<file path="src/hdl/lat_pkg.sv">
// Shared types, constants and codes for the logic analyzer trigger capture.
package lat_pkg;

  localparam int unsigned CaptureDepth = 1024;
  localparam int unsigned PreSamples   = 511;
  localparam int unsigned PostSamples  = 512;

  localparam int unsigned AddrW   = $clog2(CaptureDepth);
  localparam int unsigned PreW    = $clog2(PreSamples + 1);
  localparam int unsigned PostW   = $clog2(PostSamples + 1);
  localparam int unsigned SampleW = 8;
  localparam int unsigned IndexW  = 10;
  localparam int unsigned CmdW    = 2;
  localparam int unsigned ModeW   = 2;
  localparam int unsigned EdgeW   = 3;
  localparam int unsigned SumW    = ((AddrW > IndexW) ? AddrW : IndexW) + 1;
  localparam int unsigned CfgAddrW = 4;
  localparam int unsigned CfgDataW = 32;

  typedef enum logic [CmdW-1:0] {
    CMD_OBSERVE = 2'd0,
    CMD_READ    = 2'd1,
    CMD_RESTART = 2'd2
  } lat_cmd_e;

  typedef enum logic [1:0] {
    PH_PREFILL = 2'd0,
    PH_ARMED   = 2'd1,
    PH_POST    = 2'd2,
    PH_DONE    = 2'd3
  } lat_phase_e;

  typedef enum logic [ModeW-1:0] {
    TRIG_OFF     = 2'd0,
    TRIG_PATTERN = 2'd1,
    TRIG_RISE    = 2'd2,
    TRIG_FALL    = 2'd3
  } lat_trig_e;

  typedef enum logic [1:0] {
    REG_TRIGGER_MODE  = 2'd0,
    REG_MATCH_PATTERN = 2'd1,
    REG_MATCH_MASK    = 2'd2,
    REG_EDGE_BIT      = 2'd3
  } lat_reg_e;

  typedef struct packed {
    logic [ModeW-1:0]   trigger_mode;
    logic [SampleW-1:0] match_pattern;
    logic [SampleW-1:0] match_mask;
    logic [EdgeW-1:0]   edge_bit;
  } lat_cfg_t;

  typedef struct packed {
    logic               we;
    logic [AddrW-1:0]   waddr;
    logic [SampleW-1:0] wdata;
    logic               re;
    logic [AddrW-1:0]   raddr;
  } lat_mem_req_t;

  typedef struct packed {
    logic fired;
    logic rd_ok;
    logic is_armed;
    logic is_done;
  } lat_res_t;

endpackage

</file>
<file path="src/hdl/lat_cfg.sv">
// APB register file for trigger mode, match pattern, match mask and edge bit.
module lat_cfg
  import lat_pkg::*;
(
  input  logic                clk_i,
  input  logic                rst_ni,
  input  logic                psel,
  input  logic                penable,
  input  logic                pwrite,
  input  logic [CfgAddrW-1:0] paddr,
  input  logic [CfgDataW-1:0] pwdata,
  output logic [CfgDataW-1:0] prdata,
  output logic                pready,
  output lat_cfg_t            cfg_o
);

  lat_cfg_t cfg_q;
  lat_reg_e reg_sel;
  logic     wr_en;

  assign reg_sel = lat_reg_e'(paddr[3:2]);
  assign wr_en   = psel && penable && pwrite;
  assign pready  = 1'b1;
  assign cfg_o   = cfg_q;

  always_ff @(posedge clk_i or negedge rst_ni) begin
    if (!rst_ni) begin
      cfg_q <= '0;
    end else if (wr_en) begin
      unique case (reg_sel)
        REG_TRIGGER_MODE:  cfg_q.trigger_mode  <= pwdata[ModeW-1:0];
        REG_MATCH_PATTERN: cfg_q.match_pattern <= pwdata[SampleW-1:0];
        REG_MATCH_MASK:    cfg_q.match_mask    <= pwdata[SampleW-1:0];
        REG_EDGE_BIT:      cfg_q.edge_bit      <= pwdata[EdgeW-1:0];
        default: ;
      endcase
    end
  end

  always_comb begin
    unique case (reg_sel)
      REG_TRIGGER_MODE:  prdata = CfgDataW'(cfg_q.trigger_mode);
      REG_MATCH_PATTERN: prdata = CfgDataW'(cfg_q.match_pattern);
      REG_MATCH_MASK:    prdata = CfgDataW'(cfg_q.match_mask);
      REG_EDGE_BIT:      prdata = CfgDataW'(cfg_q.edge_bit);
      default:           prdata = '0;
    endcase
  end

endmodule

</file>
<file path="config.mk">
export PLATFORM = sky130hd
export DESIGN_NAME = lat_cfg
export DESIGN_NICKNAME = d
export VERILOG_FILES = /design/src/hdl/lat_pkg.sv /design/src/hdl/lat_cfg.sv
export SDC_FILE = /design/constraint.sdc
export NUM_CORES = 1
export LEC_CHECK = 0
export BUFFER_PORTS_ARGS = -buffer_cell sky130_fd_sc_hd__buf_2
export CORE_MARGIN = 1.5
export CORE_UTILIZATION = 34
export DETAILED_ROUTE_END_ITERATION = 12
export PLACE_DENSITY_LB_ADDON = 0.12
export REMOVE_ABC_BUFFERS = 1
export SETUP_SLACK_MARGIN = 0.15
export SYNTH_ARGS = -nofsm -noshare
export SYNTH_HDL_FRONTEND = slang
export SYNTH_SLANG_ARGS = --single-unit
</file>
<file path="constraint.sdc">
create_clock -name clk_i -period 1 [get_ports clk_i]
set_input_delay 0.05 -clock clk_i [delete_from_list [all_inputs] [get_ports clk_i]]
set_output_delay 0.05 -clock clk_i [all_outputs]
set_load 0.02 [all_outputs]
</file>
Word-level counts from Yosys, hierarchy flattened
Cells that the tools add are included.
{"block": "totals", "inputBits": 41, "elab_cells": 15, "reg_bits": 21, "output_inout_bits": 54}
{"block": "classes", "n_eq_ne": 3, "n_mux": 1, "reduce_logical": 7}
{"operator": "$pmux W32 S4", "count": 1}
{"operator": "$reduce_and A2 Y1", "count": 4}
{"operator": "$eq A2 B2 Y1 const B", "count": 2}
{"operator": "$eq A2 B1 Y1 const B", "count": 1}
{"operator": "$logic_and A1 B1 Y1", "count": 2}
{"operator": "$logic_not A2 Y1", "count": 1}

Logic depth before layout (Yosys ltp)
{"block": "depth", "depth_word": 3, "mapped_depth": 3, "depth_no_buf": 3}

Least setup slack after synthesis
Ideal clock, no wire load.
{"block": "synth_timing", "kind": "register to output", "startpoint": "register cfg_q, in the netlist cfg_o[0]", "endpoint": "output prdata[0]", "setup_slack_ps": -50, "t_arrival_ps": 1000, "path_buffers": 0, "required_ps": 950, "path_stages_with_launch": 2, "cell_sequence": "dfrtp_1 mux4_2"}
{"block": "synth_via", "elab_chain_len": 1}
{"item": "start: declaration", "line": "lat_cfg.sv:17", "source": "lat_cfg_t cfg_q;"}
{"item": "$pmux W32 S4", "line": "lat_cfg.sv:41", "source": "unique case (reg_sel)"}
{"item": "end: declaration", "line": "lat_cfg.sv:12", "source": "output logic [CfgDataW-1:0] prdata,"}
Every way passes these cells. The select of a mux whose other input is x is not followed.

Worst setup path after layout
Ends and elaborated chain as after synthesis.

==> flow_summary.ini <==
[run_status]
status = complete, but fails checks
violations = setup timing

[die]
initial_core_util_pct = 36.8
die_w_um = 61.2
die_area_mm2 = 0.00374
core_area_mm2 = 0.00313
io_pins = 95
core.rowCount = 20
dieHeight_um = 61.2

[worst_setup_path]
crit_required_ns = 0.95
cp.arrival_ns = 1.34
crit_path_start_kind = flop
crit_chain = mux4_2 > buf_6
crit_path_start = cfg_o[0]
rr_startpoint = cfg_o[3]
cp_top_family = multiplexers
cpPeakStageDelay_ns = 0.48
crit_slowest_cell = mux4_2
worst-path-max-fanout = 2
end_kind = primary output
critical_path_class = reg2out
worst-path-buf-inv = 1

[drt]
drcViolationCount = 0
routedWlPerCell_um = 12.6
firstDrtPassIters = 4
drt.antenna.violating_nets = 0
routed_wl_um = 2690
via_per_inst = 4.24
drt_iter0_drc = 8
num_vias = 903

[layout]
antenna_cells = 0
largest_reg_flops = 21
final_util_pct = 61.0
drive_gt1_share_pct = 61.5
layout_commonest_cell = buf_6
fin_nets = 211
fillers = 258
layout_common_cells = 48 x buf_6, 25 x conb_1, 21 x dfrtp_1
syn_to_final_growth_pct = 66.0

[timing]
fin_ws_ns = -0.394
max_freq_mhz = 717
rsz0062_at_grt = true
setup_viol = 21
finalWorstPathRequiredPeriod_ns = 1.39
hold_ws_ns = 0.0209
finClkSkew_ns = 0
final_hold_viol_count = 0
finalCritPeriodShare_pct = 139
slew_viol_final = 0
setup_tns_ns = -2.29

[clock_tree]
cts.sinks = 21
cts_inserted_buffers = 3
clk_pin_slew_ns = 0.11
insertion_delay_ns = 0.30
clockBufferDepth = 2
cts_tree = built
cts_root_buffer = clkbuf_4
cts_max_level = 1

[power_and_ir_drop]
p_clk_share_pct = 11.6
pwr-share-comb_pct = 54.8
power_density_mw_per_mm2 = 1850
ir_drop_mv = 1.13
total_power_mw = 3.53
switching_share_pct = 33.9
p_sw_mw = 1.20
p_leak_nw = 0.974
seqPwrFrac_pct = 33.6
p_int_mw = 2.33

[min_path]
hp-class = in2reg
min-delay-start = pwdata[0]

[global_route]
antenna_found_initial = 0
gr-total-overflow = 0
grt_max_degree = 22
track_usage_pct = 14.8
grt_pass1_wl_um = 3940
grt_pass1_vias = 811

[synthesis]
synth-seq-cells = 21
syn_area_mm2 = 0.00115
synth_warnings = 0
synth_area_leaders = dfrtp_1 46%, mux2_2 22%, buf_4 17%
syn_avg_cell_area_um2 = 13.1
synth_top_area_share_pct = 45.7
synthCells = 88
synth_cell_type_count = 13
seq_area_frac_synth_pct = 45.7
yosys.area.top_type = dfrtp_1

[run]
maxCapViolations = 0

[place]
place_ws_ns = -0.181
dp_hpwl_um = 1820
gp_congestion = 0.668
place.port_buffers = 43
## kinds of logic (layout without fill, tap and decap cells)
group,after synthesis,after routing,synth area share [%]
buffers and inverters,27,85,18.0
AOI/OAI and AO/OA,6,6,4.57
muxes,24,24,25.5
other,2,25,0.653
DFF,21,21,45.7
and+or+nand+nor,8,8,5.66
## worst register-to-register path: cells and delay by family, from the launching register on
kind     cells  cell delay (ns)
mux          1             0.25
buf+inv      2             0.22
flops        1             0.41
## power by group through the flow
| stage | sequential, mW | combinational, mW | clock (mW) |
|---|---|---|---|
| floorplan | 1.44 | 0.437 | 0 |
| global placement | 1.17 | 1.21 | 0 |
| detailed placement | 1.18 | 1.22 | 0 |
| CTS | 1.18 | 1.80 | 0.426 |
| global route | 1.21 | 2.04 | 0.474 |
| finish | 1.19 | 1.93 | 0.408 |
## path summary, 6_finish.rpt
kind | endpoint | slack (ns) | depth (start not counted)
setup / recovery | prdata[0] | -0.39 | 2
hold / removal | cfg_o[0] | 0.02 | 2
setup reg to reg | cfg_o[3] | 0.01 | 3
hold reg to reg | cfg_o[15] | 0.57 | 1
max in group asynchronous | cfg_o[16] | 0.44 | 2
min in group asynchronous | cfg_o[20] | 0.23 | 2
## metal layers
| metal | up-vias | share of wire (%) | track usage (%) |
|---|---|---|---|
| li1 | 420 | - | - |
| met1 | 436 | 44 | 20.2 |
| met2 | 45 | 49 | 22.3 |
| met3 | 2 | 5.8 | 4.83 |
| met4 | 0 | 0.56 | 4.66 |
| met5 | - | 0 | 0 |
## timing repair
action,in CTS,in global routing
hold buffers,6,2
pin swaps,2,0
setup endpoints to repair,39,46
buffers inserted,8,4
endpoints found under the hold margin,31,2
resized for setup,71,13
## Yosys cell counts
cell type and n:
nor3_1 1, nand3_1 2, conb_1 2, nand3b_2 1, a22o_1 6, and3_2 1, dfrtp_1 21, buf_4 26
nor3b_4 1, buf_6 1, mux2_2 22, mux4_2 2, nor2b_1 2
## per-stage QoR
step / cell area (um2) / instances
2_1_floorplan: 1030 / 84
3_3_place_gp: 1440 / 189
3_5_place_dp: 1440 / 189
4_1_cts: 1810 / 207
5_1_grt: 1910 / 213
6_report: 1910 / 213
## layout make-up
cell class | count | area (um2) | area share, %
Timing Repair Buffer | 81 | 773 | 40.5
Multi-Input combinational cell | 63 | 529 | 27.7
Sequential cell | 21 | 526 | 27.5
Tap cell | 44 | 55.1 | 2.88
Clock buffer | 4 | 26.3 | 1.38
Power figures use the tool's default switching activity.
