## src/hdl/lat_pkg.sv

```systemverilog
// Shared types, constants and codes for the logic analyzer trigger capture.
package lat_pkg;

  localparam int unsigned CaptureDepth = 1024;
  localparam int unsigned PreSamples   = 511;
  localparam int unsigned PostSamples  = 512;

  localparam int unsigned AddrW   = $clog2(CaptureDepth);
  localparam int unsigned PreW    = $clog2(PreSamples + 1);
  localparam int unsigned PostW   = $clog2(PostSamples + 1);
  localparam int unsigned SampleW = 8;
  localparam int unsigned IndexW  = 10;
  localparam int unsigned CmdW    = 2;
  localparam int unsigned ModeW   = 2;
  localparam int unsigned EdgeW   = 3;
  localparam int unsigned SumW    = ((AddrW > IndexW) ? AddrW : IndexW) + 1;
  localparam int unsigned CfgAddrW = 4;
  localparam int unsigned CfgDataW = 32;

  typedef enum logic [CmdW-1:0] {
    CMD_OBSERVE = 2'd0,
    CMD_READ    = 2'd1,
    CMD_RESTART = 2'd2
  } lat_cmd_e;

  typedef enum logic [1:0] {
    PH_PREFILL = 2'd0,
    PH_ARMED   = 2'd1,
    PH_POST    = 2'd2,
    PH_DONE    = 2'd3
  } lat_phase_e;

  typedef enum logic [ModeW-1:0] {
    TRIG_OFF     = 2'd0,
    TRIG_PATTERN = 2'd1,
    TRIG_RISE    = 2'd2,
    TRIG_FALL    = 2'd3
  } lat_trig_e;

  typedef enum logic [1:0] {
    REG_TRIGGER_MODE  = 2'd0,
    REG_MATCH_PATTERN = 2'd1,
    REG_MATCH_MASK    = 2'd2,
    REG_EDGE_BIT      = 2'd3
  } lat_reg_e;

  typedef struct packed {
    logic [ModeW-1:0]   trigger_mode;
    logic [SampleW-1:0] match_pattern;
    logic [SampleW-1:0] match_mask;
    logic [EdgeW-1:0]   edge_bit;
  } lat_cfg_t;

  typedef struct packed {
    logic               we;
    logic [AddrW-1:0]   waddr;
    logic [SampleW-1:0] wdata;
    logic               re;
    logic [AddrW-1:0]   raddr;
  } lat_mem_req_t;

  typedef struct packed {
    logic fired;
    logic rd_ok;
    logic is_armed;
    logic is_done;
  } lat_res_t;

endpackage

```

## src/hdl/lat_core.sv

```systemverilog
// Capture phase sequencer, trigger logic and ring addressing.
module lat_core
  import lat_pkg::*;
(
  input  logic               clk_i,
  input  logic               rst_ni,
  input  logic               adv_i,
  input  logic [CmdW-1:0]    command_i,
  input  logic [SampleW-1:0] sample_i,
  input  logic [IndexW-1:0]  index_i,
  input  lat_cfg_t           cfg_i,
  output lat_mem_req_t       mem_req_o,
  output lat_res_t           res_o
);

  lat_phase_e         phase_q, phase_d;
  logic [AddrW-1:0]   wpos_q, wpos_d;
  logic [AddrW-1:0]   start_q, start_d;
  logic [PreW-1:0]    pre_q, pre_d;
  logic [PostW-1:0]   post_q, post_d;
  logic [SampleW-1:0] last_sample_q, last_sample_d;
  logic               last_match_q, last_match_d;
  logic               base_ok_q, base_ok_d;

  logic [AddrW-1:0]   wpos_inc;
  logic [PostW-1:0]   post_dec;
  logic [SumW-1:0]    rd_sum;
  logic [SumW-1:0]    rd_wrap;
  logic               pat_hit;
  logic               prev_bit;
  logic               cur_bit;
  logic               fire;

  assign wpos_inc = (wpos_q == AddrW'(CaptureDepth - 1)) ? '0 : wpos_q + 1'b1;
  assign post_dec = (post_q != '0) ? post_q - 1'b1 : post_q;
  assign rd_sum   = SumW'(start_q) + SumW'(index_i);
  assign rd_wrap  = (rd_sum >= SumW'(CaptureDepth)) ? rd_sum - SumW'(CaptureDepth) : rd_sum;
  assign pat_hit  = (cfg_i.match_mask != '0) &&
                    ((sample_i & cfg_i.match_mask) ==
                     (cfg_i.match_pattern & cfg_i.match_mask));
  assign prev_bit = last_sample_q[cfg_i.edge_bit];
  assign cur_bit  = sample_i[cfg_i.edge_bit];

  always_comb begin
    phase_d       = phase_q;
    wpos_d        = wpos_q;
    start_d       = start_q;
    pre_d         = pre_q;
    post_d        = post_q;
    last_sample_d = last_sample_q;
    last_match_d  = last_match_q;
    base_ok_d     = base_ok_q;
    fire          = 1'b0;
    mem_req_o       = '0;
    mem_req_o.waddr = wpos_q;
    mem_req_o.wdata = sample_i;
    mem_req_o.raddr = rd_wrap[AddrW-1:0];
    res_o         = '0;

    if (adv_i) begin
      mem_req_o.re = 1'b1;
      unique case (lat_cmd_e'(command_i))
        CMD_OBSERVE: begin
          if (phase_q != PH_DONE) begin
            mem_req_o.we = 1'b1;
            wpos_d       = wpos_inc;
          end
          unique case (phase_q)
            PH_PREFILL: begin
              pre_d = pre_q + 1'b1;
              if (pre_d >= PreW'(PreSamples)) begin
                last_sample_d = '0;
                last_match_d  = 1'b0;
                base_ok_d     = 1'b0;
                phase_d       = PH_ARMED;
              end
            end
            PH_ARMED: begin
              unique case (lat_trig_e'(cfg_i.trigger_mode))
                TRIG_OFF: ;
                TRIG_PATTERN: begin
                  fire         = pat_hit && !last_match_q;
                  last_match_d = pat_hit;
                end
                TRIG_RISE: begin
                  fire          = base_ok_q && !prev_bit && cur_bit;
                  base_ok_d     = 1'b1;
                  last_sample_d = sample_i;
                end
                TRIG_FALL: begin
                  fire          = base_ok_q && prev_bit && !cur_bit;
                  base_ok_d     = 1'b1;
                  last_sample_d = sample_i;
                end
                default: ;
              endcase
              if (fire) begin
                post_d  = PostW'(PostSamples);
                phase_d = PH_POST;
              end
            end
            PH_POST: begin
              post_d = post_dec;
              if (post_dec == '0) begin
                start_d = wpos_inc;
                phase_d = PH_DONE;
              end
            end
            default: ;
          endcase
        end
        CMD_READ: begin
          res_o.rd_ok = (phase_q == PH_DONE);
        end
        CMD_RESTART: begin
          phase_d       = PH_PREFILL;
          wpos_d        = '0;
          start_d       = '0;
          pre_d         = '0;
          post_d        = '0;
          last_sample_d = '0;
          last_match_d  = 1'b0;
          base_ok_d     = 1'b0;
        end
        default: ;
      endcase
    end

    res_o.fired    = fire;
    res_o.is_armed = (phase_d == PH_ARMED);
    res_o.is_done  = (phase_d == PH_DONE);
  end

  always_ff @(posedge clk_i or negedge rst_ni) begin
    if (!rst_ni) begin
      phase_q       <= PH_PREFILL;
      wpos_q        <= '0;
      start_q       <= '0;
      pre_q         <= '0;
      post_q        <= '0;
      last_sample_q <= '0;
      last_match_q  <= 1'b0;
      base_ok_q     <= 1'b0;
    end else begin
      phase_q       <= phase_d;
      wpos_q        <= wpos_d;
      start_q       <= start_d;
      pre_q         <= pre_d;
      post_q        <= post_d;
      last_sample_q <= last_sample_d;
      last_match_q  <= last_match_d;
      base_ok_q     <= base_ok_d;
    end
  end

endmodule

```

## config.mk

```make
export PLATFORM = sky130hd
export DESIGN_NAME = lat_core
export DESIGN_NICKNAME = d
export VERILOG_FILES = /design/src/hdl/lat_pkg.sv /design/src/hdl/lat_core.sv
export SDC_FILE = /design/constraint.sdc
export NUM_CORES = 1
export LEC_CHECK = 0
export BUFFER_PORTS_ARGS = -buffer_cell sky130_fd_sc_hd__buf_2
export CORE_AREA = 2 2 86 88
export DETAILED_ROUTE_END_ITERATION = 8
export DIE_AREA = 0 0 88 90
export MAX_ROUTING_LAYER = met4
export PLACE_DENSITY = 0.79
export SYNTH_ARGS = -nofsm -noshare
export SYNTH_HDL_FRONTEND = slang
export SYNTH_SLANG_ARGS = --single-unit
```

## constraint.sdc

```tcl
create_clock -name clk_i -period 8 [get_ports clk_i]
set_clock_uncertainty 0.15 [all_clocks]
set_input_delay 1.2 -clock clk_i [delete_from_list [all_inputs] [get_ports clk_i]]
set_output_delay 1.2 -clock clk_i [all_outputs]
set_load 0.005 [all_outputs]
```

### After elaboration in Yosys (flattened, before gate mapping)

Cells that the tools add are included.

| word-level totals | value |
|---|---|
| register bits after elaboration | 51 |
| input bits | 44 |
| output and inout bits | 34 |
| word-level logic and storage cells | 110 |

| cells by class | value |
|---|---|
| add/sub/neg operators | 5 |
| $lt $le $gt $ge | 3 |
| equal/unequal tests | 23 |
| multiplexer cells | 47 |
| bitwise gates (word level) | 2 |
| reduce and logical (&&, ||, !) cells | 22 |

Operators with widths:

| cell | number |
|---|---|
| $pmux 10 s2 | 4 |
| $mux 10 | 7 |
| $pmux 8 s2 | 2 |
| $sub 10x1->10 const B | 2 |
| $pmux 9 s2 | 1 |
| $mux 1 | 17 |
| $and 8x8->8 | 2 |
| $mux 8 | 2 |
| $eq 2x2->1 const B | 6 |
| $add 10x10->11 | 1 |
| $ge 11x11->1 const B | 1 |
| $add 10x1->10 const B | 1 |
| $eq 10x10->1 const B | 1 |
| $logic_not 10->1 | 1 |
| $reduce_and 5->1 | 2 |
| $reduce_bool 10->1 | 1 |
| $add 9x1->9 const B | 1 |
| $ge 9x9->1 const B | 1 |
| $mux 9 | 1 |
| $ne 3x3->1 const B | 3 |
| $eq 2x1->1 const B | 4 |
| $eq 8x8->1 | 1 |
| $mux 2 | 4 |
| $ne 2x2->1 const B | 4 |
| other kinds (17) | 32 |

### Depth between registers and ports, before layout

| logic depth | value |
|---|---|
| depth in word-level cells | 14 |
| mapped depth | 11 |

### Worst setup path after synthesis

OpenSTA, ideal clock, no wires.

| path | value |
|---|---|
| path kind | input to output |
| start point | in cfg_i[19] (netlist name) |
| end point | out res_o[0] (netlist name) |
| arrival time | 2,934 ps |
| data required time | 6,650 ps |
| slack | 3,716 ps |
| cell stages on the path | 8 |
| cell sequence | buf_2 > or3b_1 > o2111ai_1 > o211ai_1 > a2111oi_2 > nor2_1 > o31ai_1 > and2_1 |

RTL lines:

| what | line | source |
|---|---|---|
| start, declared | lat_core.sv:11 | `input lat_cfg_t cfg_i,` |
| end, declared | lat_core.sv:13 | `output lat_res_t res_o` |

==> results.toml <==
[run_status]
run_status = "complete, no violations"

[logic_synthesis]
netlist_area_um2 = 3840
synth-main-ff-cell = "dfrtp_1"
syn_avg_cell_area_um2 = 8.50
yosysWarnings = 0
synthCells = 452
ys_ff_latch = 51
syn-num-nets = 510
synth.distinct_cells = 70
yosys.area.top_type_share = 0.332
synth_common_cells = "51 x dfrtp_1, 51 x nand2_1, 30 x o21ai_1, 26 x inv_1, 26 x nor2_1"
ys_async_sr_fraction = 1.00
synth_edf_count = 0
yosys-top-cells-area = "dfrtp_1 33%, nand2_1 5.0%, ha_1 4.2%"
yosys.area.top_type = "dfrtp_1"
yosysSeqAreaShare = 0.332

[layout]
finish.utilization = 0.610
area_growth_pct = 11.5
drive_gt1_frac = 0.207
final_area_um2 = 4280
layout.nets = 565
antenna_cells = 0

[route]
vias = 3548
drcViolationCount = 0
detail_route.wl_per_cell_um = 14.7
drt_wl_total_um = 8900
drt_iter0_drc = 274
drtPass1Iterations = 5
drtAntennaViolNets = 0
viasPerCell = 5.85

[floorplan]
die_height_um = 90
core_area_um2 = 7020
dieArea_um2 = 7920
io_pins = 78
rows = 31
die_w_um = 88
start_util = 0.547

[setup_path]
worstPathRequired_ps = 6650
path_max_fanout = 14
cp-end-kind = "output port"
worstSetupPathType = "flop to output port"
critPathLaunchType = "flop"
ff2ff_setup_slack_ps = 4840
cp.arrival_ps = 3430

[timing]
drv_slew = 0
timing.slew.headroom = 0.554
hold_violations = 0
tightest_slew_ps = 665
post-route-period-util = 0.597
max_clock_freq_mhz = 209
min_period_ps = 4780
setup_viol = 0
rsz0062_at_grt = "no"
setup_tns_ps = 0
timing.hold.ws_ps = 352

[clock_network]
ctsHoldBuffers = 0
path_clk_slew_ps = 100
h-tree-depth = 2
root_buffer = "clkbuf_8"
clock_path_buffers = 2
cts_tree = "yes"
cts_buffers = 5
postCtsSetupRepairBufs = 0
post_cts_resized = 0
clkSinkCount = 51
clock_latency_ps = 310

[placed_design]
io_buffers = 77
placed_area_um2 = 4190
gp_congestion = 0.931
hpwl_um = 6830

[job]
max-cap-violations = 0

[grt]
grtUsageTotal = 0.236
antenna_found_initial = 0
grt_max_degree = 52
gr-total-overflow = 0
grt_pass1_vias = 3254
grt_pass1_wl_um = 14900

[pwr]
p_per_area_nw_per_um2 = 199
p_leak_uw = 0.00195
peakVddDrop_v = 0.000103

[worst_hold_path]
hold_class = "flop to flop"
stage by stage:
stage	worst slack, ps	instances	power (uW)
global route	2890	607	917
CTS	3230	607	856
finish	3220	607	854
floorplan	3720	452	619
detailed placement	3330	599	706
global placement	3390	599	693
cell families after synthesis:
logic type	share of synthesized area
simple gates	0.222
buf+inv	0.0730
mux	0.0472
fa+ha+maj	0.0476
flops	0.332
xor+xnor	0.0547
compound gates	0.223
state kept, by name, summed over array words and instances (netlist names):
signal	cells
start_q	10
last_sample_q	8
post_q	10
wpos_q	10
pre_q	9
last_match_q	1
base_ok_q	1
phase_q	2
cell type report:
| class | count | area, um2 |
|---|---|---|
| fillers | 635 | 2740 |
| repair buffers | 80 | 408 |
| multi-input cells | 342 | 2280 |
| clock inverters | 3 | 18.8 |
| flip-flops and latches | 51 | 1280 |
| well taps | 99 | 124 |
| clock buffers | 5 | 68.8 |
| inverters | 27 | 101 |
report_power, final:
group,switching [uW],internal (uW),total (uW)
Combinational,196,143,338
Clock,88.0,61.8,150
Sequential,62.4,303,366
Total,346,508,854
routing by layer:
layer | track usage | wire length (um) | vias to the layer above
li1 | - | - | 1760
met1 | 0.303 | 3900 | 1671
met2 | 0.390 | 4380 | 99
met3 | 0.0349 | 449 | 18
met4 | 0.0603 | 167 | 0
met5 | - | 0 | -
path summary, 6_finish.rpt:
path / startpoint / end / depth (start not counted)
max in group asynchronous: rst_ni / start_q[1] / 2
max reg2reg: post_q[1] / start_q[4] / 9
min in group asynchronous: rst_ni / pre_q[0] / 2
min reg2reg: base_ok_q / base_ok_q / 1
max: post_q[1] / res_o[1] / 10
min: base_ok_q / base_ok_q / 1
critical path, cell delays in order, from the launching register on:
cell	delay, ps
dfrtp_1	410
inv_1	140
ha_1	250
or3b_2	510
nor4_2	440
o221ai_1	220
nor3_1	220
nand3_2	340
o211ai_2	320
nor2b_1	150
buf_2	110
cells in the final DEF (no fill, tap or decap), types with 6 or more instances in the layout:
master	n
nand2b_1	6
mux2i_1	11
inv_1	26
a21oi_1	20
buf_2	77
xnor2_1	12
o21ai_0	11
xor2_1	12
ha_1	13
nor2_1	26
nand3_1	12
dfrtp_1	51
nor2b_1	7
nor3_1	9
nand2_1	51
and3_1	9
o31ai_1	9
a31oi_1	10
nor4_1	7
o21ai_1	30
Note: power is estimated with default switching activity, not from simulation.
